**config.mk**
```make
export PLATFORM = sky130hd
export DESIGN_NAME = fifo_queue_with_delete_top
export DESIGN_NICKNAME = d
export VERILOG_FILES = /design/src/rtl/fqd_pkg.sv /design/src/rtl/fifo_queue_with_delete_top.sv /design/src/rtl/fqd_cell.sv
export SDC_FILE = /design/constraint.sdc
export NUM_CORES = 2
export LEC_CHECK = 0
export BUFFER_PORTS_ARGS = -buffer_cell sky130_fd_sc_hd__buf_2
export CAP_MARGIN = 20
export CORE_MARGIN = 4
export CORE_UTILIZATION = 55
export CTS_CLUSTER_DIAMETER = 30
export DETAILED_ROUTE_END_ITERATION = 12
export PLACE_DENSITY = 0.77
export REMOVE_ABC_BUFFERS = 1
export SLEW_MARGIN = 0
export SYNTH_ARGS = -nofsm -noshare
export SYNTH_HDL_FRONTEND = slang
export SYNTH_HIERARCHICAL = 1
export SYNTH_SLANG_ARGS = --single-unit
```
**constraint.sdc**
```tcl
create_clock -name clk -period 6.6 [get_ports clk]
set_input_delay 1.98 -clock clk [delete_from_list [all_inputs] [get_ports clk]]
set_output_delay 1.98 -clock clk [all_outputs]
set_load 0.01 [all_outputs]
```
**src/rtl/fqd_pkg.sv**
```systemverilog
// Shared constants, opcode codes and the cell control struct for the queue.
// No dependencies.
package fqd_pkg;

  localparam int DEPTH       = 16;
  localparam int VALUE_W     = 32;
  localparam int ITEM_W      = 32;
  localparam int CNT_W       = $clog2(DEPTH + 1);
  localparam int COUNT_OUT_W = 5;

  typedef enum logic [1:0] {
    OP_ENQUEUE = 2'd0,
    OP_DEQUEUE = 2'd1,
    OP_DELETE  = 2'd2,
    OP_LENGTH  = 2'd3
  } op_t;

  // Broadcast from the top level to every cell in the same cycle.
  typedef struct packed {
    logic               enq_en;
    logic               deq_en;
    logic               del_en;
    logic [CNT_W-1:0]   count;
    logic [VALUE_W-1:0] val;
  } cell_ctrl_t;

endpackage

```
**src/rtl/fifo_queue_with_delete_top.sv**
```systemverilog
// Top level of the FIFO queue with delete-by-value: decode, count and result register.
// Depends on fqd_pkg and fqd_cell.
//
//  channel | ports                                         | driven stall by
//  --------+-----------------------------------------------+----------------
//  in      | in_valid, in_stall, in_opcode, in_item_value  | this block
//  out     | out_valid, out_stall, out_status, out_value,  | downstream
//          | out_entry_count                               |
//
// One beat in, one beat out; each item finishes in the cycle it is accepted and
// its result appears on the out registers the next cycle. The speed is set by
// the cell row: every slot compares and shifts in parallel, with the first-match
// flag rippling from head to tail. Reset (rst_n low, synchronous) empties the
// queue and drops any pending result. While a result waits under out_stall the
// input is stalled; once it is taken a new beat can enter in the same cycle.
module fifo_queue_with_delete_top
  import fqd_pkg::*;
(
  input  logic                   clk,
  input  logic                   rst_n,
  input  logic                   in_valid,
  output logic                   in_stall,
  input  logic [1:0]             in_opcode,
  input  logic [ITEM_W-1:0]      in_item_value,
  output logic                   out_valid,
  input  logic                   out_stall,
  output logic                   out_status,
  output logic [ITEM_W-1:0]      out_value,
  output logic [COUNT_OUT_W-1:0] out_entry_count
);

  logic [CNT_W-1:0]       count_r;
  logic [CNT_W-1:0]       count_nxt;
  logic                   out_valid_r;
  logic                   out_valid_nxt;
  logic                   status_r;
  logic                   status_nxt;
  logic [ITEM_W-1:0]      value_r;
  logic [ITEM_W-1:0]      value_nxt;
  logic [COUNT_OUT_W-1:0] entry_count_r;

  logic                   accept;
  op_t                    op;
  logic [VALUE_W-1:0]     val;
  logic                   is_null;
  logic                   full;
  logic                   empty;
  logic                   found;
  cell_ctrl_t             ctrl;

  logic [VALUE_W-1:0]     cell_val [DEPTH];
  logic [DEPTH:0]         hit;

  // Hold the input while a finished result still waits downstream.
  assign in_stall = out_valid_r & out_stall;
  assign accept   = in_valid & ~in_stall;

  assign op      = op_t'(in_opcode);
  assign val     = in_item_value[VALUE_W-1:0];
  assign is_null = (val == '0);
  assign full    = (count_r == CNT_W'(DEPTH));
  assign empty   = (count_r == '0);

  // Enables drive the cells and the count update; a rejected request leaves every slot alone.
  always_comb begin
    ctrl.enq_en = accept && (op == OP_ENQUEUE) && !is_null && !full;
    ctrl.deq_en = accept && (op == OP_DEQUEUE) && !empty;
    ctrl.del_en = accept && (op == OP_DELETE) && !is_null;
    ctrl.count  = count_r;
    ctrl.val    = val;
  end

  // Row of slots, head at index 0; each takes its neighbor's value on a shift.
  assign hit[0] = 1'b0;

  for (genvar i = 0; i < DEPTH; i++) begin : g_cell
    logic [VALUE_W-1:0] nbr;
    if (i == DEPTH - 1) begin : g_tail
      assign nbr = '0;
    end else begin : g_mid
      assign nbr = cell_val[i+1];
    end

    fqd_cell u_cell (
      .clk       (clk),
      .ctrl      (ctrl),
      .cell_idx  (CNT_W'(i)),
      .nbr_value (nbr),
      .hit_in    (hit[i]),
      .value     (cell_val[i]),
      .hit_out   (hit[i+1])
    );
  end

  assign found = hit[DEPTH];

  // Advance the count and form the result of the beat.
  always_comb begin
    count_nxt  = count_r;
    status_nxt = 1'b0;
    value_nxt  = '0;
    case (op)
      OP_ENQUEUE: begin
        status_nxt = is_null | full;
        if (ctrl.enq_en) begin
          count_nxt = count_r + CNT_W'(1);
        end
      end
      OP_DEQUEUE: begin
        status_nxt = empty;
        if (ctrl.deq_en) begin
          count_nxt = count_r - CNT_W'(1);
          value_nxt = ITEM_W'(cell_val[0]);
        end
      end
      OP_DELETE: begin
        status_nxt = is_null | ~found;
        if (ctrl.del_en && found) begin
          count_nxt = count_r - CNT_W'(1);
        end
      end
      OP_LENGTH: begin
        status_nxt = 1'b0;
      end
      default: begin
        status_nxt = 1'b1;
      end
    endcase
  end

  // Result valid: set on accept, drop once taken.
  always_comb begin
    out_valid_nxt = out_valid_r;
    if (accept) begin
      out_valid_nxt = 1'b1;
    end else if (!out_stall) begin
      out_valid_nxt = 1'b0;
    end
  end

  always_ff @(posedge clk) begin
    if (!rst_n) begin
      count_r     <= '0;
      out_valid_r <= 1'b0;
    end else begin
      out_valid_r <= out_valid_nxt;
      if (accept) begin
        count_r <= count_nxt;
      end
    end
  end

  // Payload registers load only on an accepted beat.
  always_ff @(posedge clk) begin
    if (accept) begin
      status_r      <= status_nxt;
      value_r       <= value_nxt;
      entry_count_r <= COUNT_OUT_W'(count_nxt);
    end
  end

  assign out_valid       = out_valid_r;
  assign out_status      = status_r;
  assign out_value       = value_r;
  assign out_entry_count = entry_count_r;

endmodule

```
**src/rtl/fqd_cell.sv**
```systemverilog
// One queue slot: holds a value, compares it for delete, shifts from its neighbor.
// Depends on fqd_pkg.
module fqd_cell
  import fqd_pkg::*;
(
  input  logic               clk,
  input  cell_ctrl_t         ctrl,
  input  logic [CNT_W-1:0]   cell_idx,
  input  logic [VALUE_W-1:0] nbr_value,
  input  logic               hit_in,
  output logic [VALUE_W-1:0] value,
  output logic               hit_out
);

  logic [VALUE_W-1:0] value_r;
  logic [VALUE_W-1:0] value_nxt;
  logic               live;
  logic               match;
  logic               shift;
  logic               write;

  assign live    = cell_idx < ctrl.count;
  assign match   = live && (value_r == ctrl.val);
  assign hit_out = hit_in | match;

  // Shift toward the head on dequeue, or at and after the first delete match.
  assign shift = ctrl.deq_en || (ctrl.del_en && hit_out);
  assign write = ctrl.enq_en && (cell_idx == ctrl.count);

  always_comb begin
    value_nxt = value_r;
    if (write) begin
      value_nxt = ctrl.val;
    end else if (shift) begin
      value_nxt = nbr_value;
    end
  end

  always_ff @(posedge clk) begin
    value_r <= value_nxt;
  end

  assign value = value_r;

endmodule

```
* After elaboration in Yosys (flattened, before gate mapping)
Cells that the tools add are included.
** Cells by class
- Equality and inequality tests :: 36
- $lt $le $gt $ge :: 16
- Reductions and logical operators :: 94
- $mul :: 0
- Bitwise gates (word level) :: 21
- Divide/modulo/power cells :: 0
- Shift operators :: 0
- $add $sub $neg :: 2
- Mux-type cells :: 39
** Operators with widths (count)
- $mux 32 :: 32
- $eq 32x32->1 :: 16
- $logic_and 1x1->1 :: 55
- $eq 4x5->1 const A :: 8
- $lt 4x5->1 const A :: 8
- $logic_not 32->1 :: 1
- $reduce_bool 2->1 :: 16
- $eq 3x5->1 const A :: 4
- $lt 3x5->1 const A :: 4
- $or 1x1->1 :: 17
- $logic_or 1x1->1 :: 16
- $mux 5 :: 3
- $pmux 5 s3 :: 1
- $eq 2x5->1 const A :: 2
- $lt 1x5->1 const A :: 2
- $lt 2x5->1 const A :: 2
- $add 5x1->5 const B :: 1
- $eq 1x5->1 const A :: 1
- $eq 5x5->1 const B :: 1
- $logic_not 5->1 :: 1
- $sub 5x1->5 const B :: 1
- $eq 2x2->1 const B :: 2
- $pmux 1 s4 :: 1
- $logic_not 1->1 :: 3
- other kinds (7) :: 10
** Word-level totals
- Input port bits :: 38
- Flip-flop bits (word level) :: 556
- Latch bits :: 0
- Output and inout port bits :: 40
- Word-level logic and storage cells :: 229
- Memory bits (writable) :: 0
- Memories :: 0
- Memory bits (read-only) :: 0

* Depth between registers and ports, before layout
- Word-level depth :: 21
- Depth in mapped cells :: 27

* Hierarchy
The synthesis kept the hierarchy.
** Modules (own cells, without submodules)
- fqd_cell (g_cell[12].u_cell ...) :: cells each 133, area an instance 1843.0 µm², times used 13
- fqd_cell (g_cell[0].u_cell ...) :: cells each 130, area an instance 1841.8 µm², times used 3
- fifo_queue_with_delete_top :: cells each 185, area an instance 2244.7 µm², times used 1

* Worst setup path before layout
OpenSTA, ideal clock, no wires.
- Path type :: input to register
- From :: input in_valid
- To :: register g_cell[1].u_cell.value_r[0] (enable)
- Stages on the path :: 7
- Arrival :: 6.176 ns
- Slack :: -0.001 ns
- Library setup time :: 0.425 ns
- Required time :: 6.175 ns
- Cell sequence :: a21bo_1 -> buf_6 -> inv_2 -> o21ai_1 -> nor3_1 -> nand2_1 -> o21ai_1
** RTL lines
- start, declared :: RTL line fifo_queue_with_delete_top.sv:21 : input logic in_valid,
- end signal, assigned :: RTL line fqd_cell.sv:40 : value_r <= value_nxt;
- end, declared :: RTL line fqd_cell.sv:15 : logic [VALUE_W-1:0] value_r;

* Final worst setup path
- From :: input in_item_value[6]
- To :: register entry_count_r[2], in the netlist out_entry_count[2] (data pin)
** On the way
- Longest elaborated chain between the ends :: 20
** Ends and longest elaborated chain
- start, declared :: RTL line fifo_queue_with_delete_top.sv:24 : input logic [ITEM_W-1:0] in_item_value,
- $eq 32x32->1 :: RTL line fqd_cell.sv:23 : assign match = live && (value_r == ctrl.val);
- $logic_and 1x1->1 :: RTL line fqd_cell.sv:23
- $or 1x1->1 :: RTL line fqd_cell.sv:24 : assign hit_out = hit_in | match;
- $or 1x1->1 * :: RTL line fqd_cell.sv:24
- named net hit[3] :: RTL line fifo_queue_with_delete_top.sv:52 : logic [DEPTH:0] hit;
- $or 1x1->1 * :: RTL line fqd_cell.sv:24
- named net hit[4] :: RTL line fifo_queue_with_delete_top.sv:52
- $or 1x1->1 * :: RTL line fqd_cell.sv:24
- named net hit[5] :: RTL line fifo_queue_with_delete_top.sv:52
- [... 1 more ...]
- named net hit[6] :: RTL line fifo_queue_with_delete_top.sv:52
- [... 1 more ...]
- named net hit[7] :: RTL line fifo_queue_with_delete_top.sv:52
- [... 1 more ...]
- named net hit[8] :: RTL line fifo_queue_with_delete_top.sv:52
- [... 1 more ...]
- named net hit[9] :: RTL line fifo_queue_with_delete_top.sv:52
- [... 1 more ...]
- named net hit[10] :: RTL line fifo_queue_with_delete_top.sv:52
- [... 1 more ...]
- named net hit[11] :: RTL line fifo_queue_with_delete_top.sv:52
- [... 1 more ...]
- named net hit[12] :: RTL line fifo_queue_with_delete_top.sv:52
- [... 1 more ...]
- named net hit[13] :: RTL line fifo_queue_with_delete_top.sv:52
- [... 1 more ...]
- named net hit[14] :: RTL line fifo_queue_with_delete_top.sv:52
- $or 1x1->1 * :: RTL line fqd_cell.sv:24
- named net hit[15] :: RTL line fifo_queue_with_delete_top.sv:52
- $or 1x1->1 * :: RTL line fqd_cell.sv:24
- named net found :: RTL line fifo_queue_with_delete_top.sv:48 : logic found;
- $logic_and 1x1->1 * :: RTL line fifo_queue_with_delete_top.sv:118 : if (ctrl.del_en && found) begin
- $mux 5 * :: RTL line fifo_queue_with_delete_top.sv:118
- $pmux 5 s3 * :: RTL line fifo_queue_with_delete_top.sv:102 : case (op)
- named net count_nxt[2] :: RTL line fifo_queue_with_delete_top.sv:33 : logic [CNT_W-1:0] count_nxt;
- end signal, assigned :: RTL line fifo_queue_with_delete_top.sv:158 : entry_count_r <= COUNT_OUT_W'(count_nxt);
- end, declared :: RTL line fifo_queue_with_delete_top.sv:40 : logic [COUNT_OUT_W-1:0] entry_count_r;
The timed path passes the listed nets; every way through them passes the cells marked *.
A chain may end at the register's enable or synchronous reset.

==> results.tsv <==
metric	value	unit
status	finished, final reports clean	
wirelength, routed	80.6	mm
Reg power frac	36.9	%
setup violators final	0	
# H-tree levels	3	
hold slack	0.580	ns
wire per inst	22.8	µm
clock root buffer	clkbuf_16	
# DRC	0	
total power	11400	µW
CP Capture Type	flip-flop	
1st-pass router iterations	6	
nets	2795	
TritonCTS clock tree	built	
count leader, synth	edfxtp_1	
cts repair resizes	0	
final core occ	67.6	%
total gr overflow	0	
combinational share of power	9.4	%
Num CTS Buffers	118	
setup bufs post-CTS	0	
register area share after synthesis	52.4	%
RSZ-0062 raised after global routing	no	
Synth Instances	2304	
gr usage total	26.3	%
Reg2Reg Depth	25	
switching pwr	2670	µW
Initial Utilization	55.9	%
placed instance area	0.0342	mm²
clock tree sinks	556	
vias in the first global route	21400	
Slew HR	28.4	%
Vias	20300	
worst slew pin tran	1.07	ns
max cap viols	0	
layout cells sized above 1	33.9	%
top cell type's share of synthesized area	52.1	%
Final Skew	0.0475	ns
ANT nets after route	0	
Power Dens Cells	298	mW/mm²
initial drt markers	1381	
Sw Share	23.4	%
crit share post-route	91.3	%
Hold Vio Cnt, Final	0	
Crit path required time	6.97	ns
CTS Buffer Depth	3	
library cells used by synthesis	55	
worst r2r src	count_r[4]	
Data arrival, critical path	6.40	ns
IO buf count	77	
number of synthesized flops with an enable pin	550	
Clock Power Share	53.7	%
final non-filler cell area	0.0384	mm²
Fmax	166	MHz
Synth async-reset ratio	0	%
core box area	0.0567	mm²
# rows	87	
hold depth	1	
# IOs	78	
Critical Path Start Type	input port	
post-synth top area cell	edfxtp_1	
area added between synthesis and finish	20.9	%
DR vias/cell	5.75	
full die area	0.0616	mm²
die boundary width	248	µm
hold_buf cts	0	
ys flop type	edfxtp_1	
syn_area_per_cell	13.8	µm²
commonest cells in the netlist	550 x edfxtp_1, 512 x mux2_2, 294 x xnor2_1, 222 x xor2_1, 107 x nand4_1	
Clock Pin Slew Worst Setup and Hold Paths	0.05	ns
HPWL Detailed	57.2	mm
Die Y-Extent	248	µm
worst hold start	g_cell[0].u_cell/value[31]	
GPL Wtd Cong	0.918	
Power Internal	8740	µW
TNS Setup	0	ns
Tmin final	6.03	ns
antenna violations before repair	6	
insertion delay to the later sink of the worst-skew pair	0.67	ns
Hold Crit Class	flip-flop to flip-flop	
leakage	0.0133	µW
first-pass GRT wire length	124	mm
yosys warns	6	
Worst VDD drop	0.000246	V
largest net degree at the start of global routing	52	
final slew viol count	0	
Area contributors post-synth	edfxtp_1 52%, mux2_2 18%, xnor2_1 8.1%, xor2_1 6.1%, ha_1 3.2%	
crit path max fanout	12	
number of synthesized register bits	556	
Setup CP Type	input port to flip-flop	
Mapped Area	0.0317	mm²
crit path from	in_item_value[6]	
-- worst max-delay path, cell delays in order --
cell,delay (ns)
buf_2,0.27
buf_4,0.30
xnor2_1,0.14
nand4_1,0.16
nor4_1,0.69
a21o_1,0.23
a21o_1,0.12
a21o_1,0.12
a21o_1,0.12
a21o_1,0.12
a21o_1,0.13
a21o_1,0.12
a21o_1,0.10
a41o_1,0.13
a41o_1,0.16
a21o_1,0.13
a21o_1,0.12
a21o_1,0.11
a21o_1,0.19
inv_1,0.13
nor2_1,0.10
o21ai_0,0.08
a32o_1,0.21
nor4_1,0.35
nor2_1,0.08
-- state kept, by name, indices dropped and copies added (netlist names) --
register             count
out_valid                1
g_cell.u_cell/value    512
out_entry_count          5
out_status               1
out_value               32
count_r                  5
-- power by group through the flow --
stage                     logic, µW  clock network (µW)  registers (µW)
after floorplan                 609                   0            4260
after detailed placement       1050                   0            4270
after global placement         1010                   0            4260
after global routing           1160                6370            4220
after CTS                      1060                6170            4210
final                          1080                6130            4210
-- layout by cell type, fill, tap and decap left out, types with 22 or more instances in the layout --
cell type / instances
a21oi_1: 22
conb_1: 113
buf_2: 77
nand3_1: 34
nor4_1: 73
clkbuf_16: 121
nand4_1: 107
nand2_1: 51
xnor2_1: 294
mux2_2: 512
xor2_1: 222
and2_1: 36
inv_1: 86
bufinv_16: 22
buf_4: 108
edfxtp_1: 550
ha_1: 82
-- per-stage QoR --
step                      setup WS [ns]  instances
after global placement          0.00210       3311
final                             0.572       3532
after CTS                         0.608       3530
after floorplan                 0.00859       2358
after global routing              0.240       3530
after detailed placement        -0.0644       3311
-- logic make-up after synthesis --
logic type	Yosys count	share of synthesized area [%]
compound gates	107	2.39
xor+xnor	516	14.2
fa+ha+maj	82	3.23
buf+inv	145	2.43
flops	556	52.4
mux	514	18.2
other cells	2	0.0237
simple gates	382	7.01
-- worst paths after layout --
check                        to  slack (ns)
max          out_entry_count[2]        0.57
min               out_value[31]        0.58
max reg2reg  out_entry_count[2]        1.31
min reg2reg       out_value[31]        0.58
-- final cells by class --
cell class	instances	area, µm²
fill	3931	18400
sequential	556	16600
multi-input combinational	1714	14800
clock buffer	140	3120
timing repair buffer	197	1440
clock inverter	79	1050
tap	756	946
inverter	88	330
antenna	2	5.00
-- metal layers --
metal  part of all wire (%)  up-vias  track usage (%)
met2                     49      650             44.3
met3                    5.6      168             4.57
met5                  0.029        -                0
li1                       -     9372                -
met1                     41    10100             33.6
met4                    4.2        4             11.7
Power figures use the tool's default switching activity.
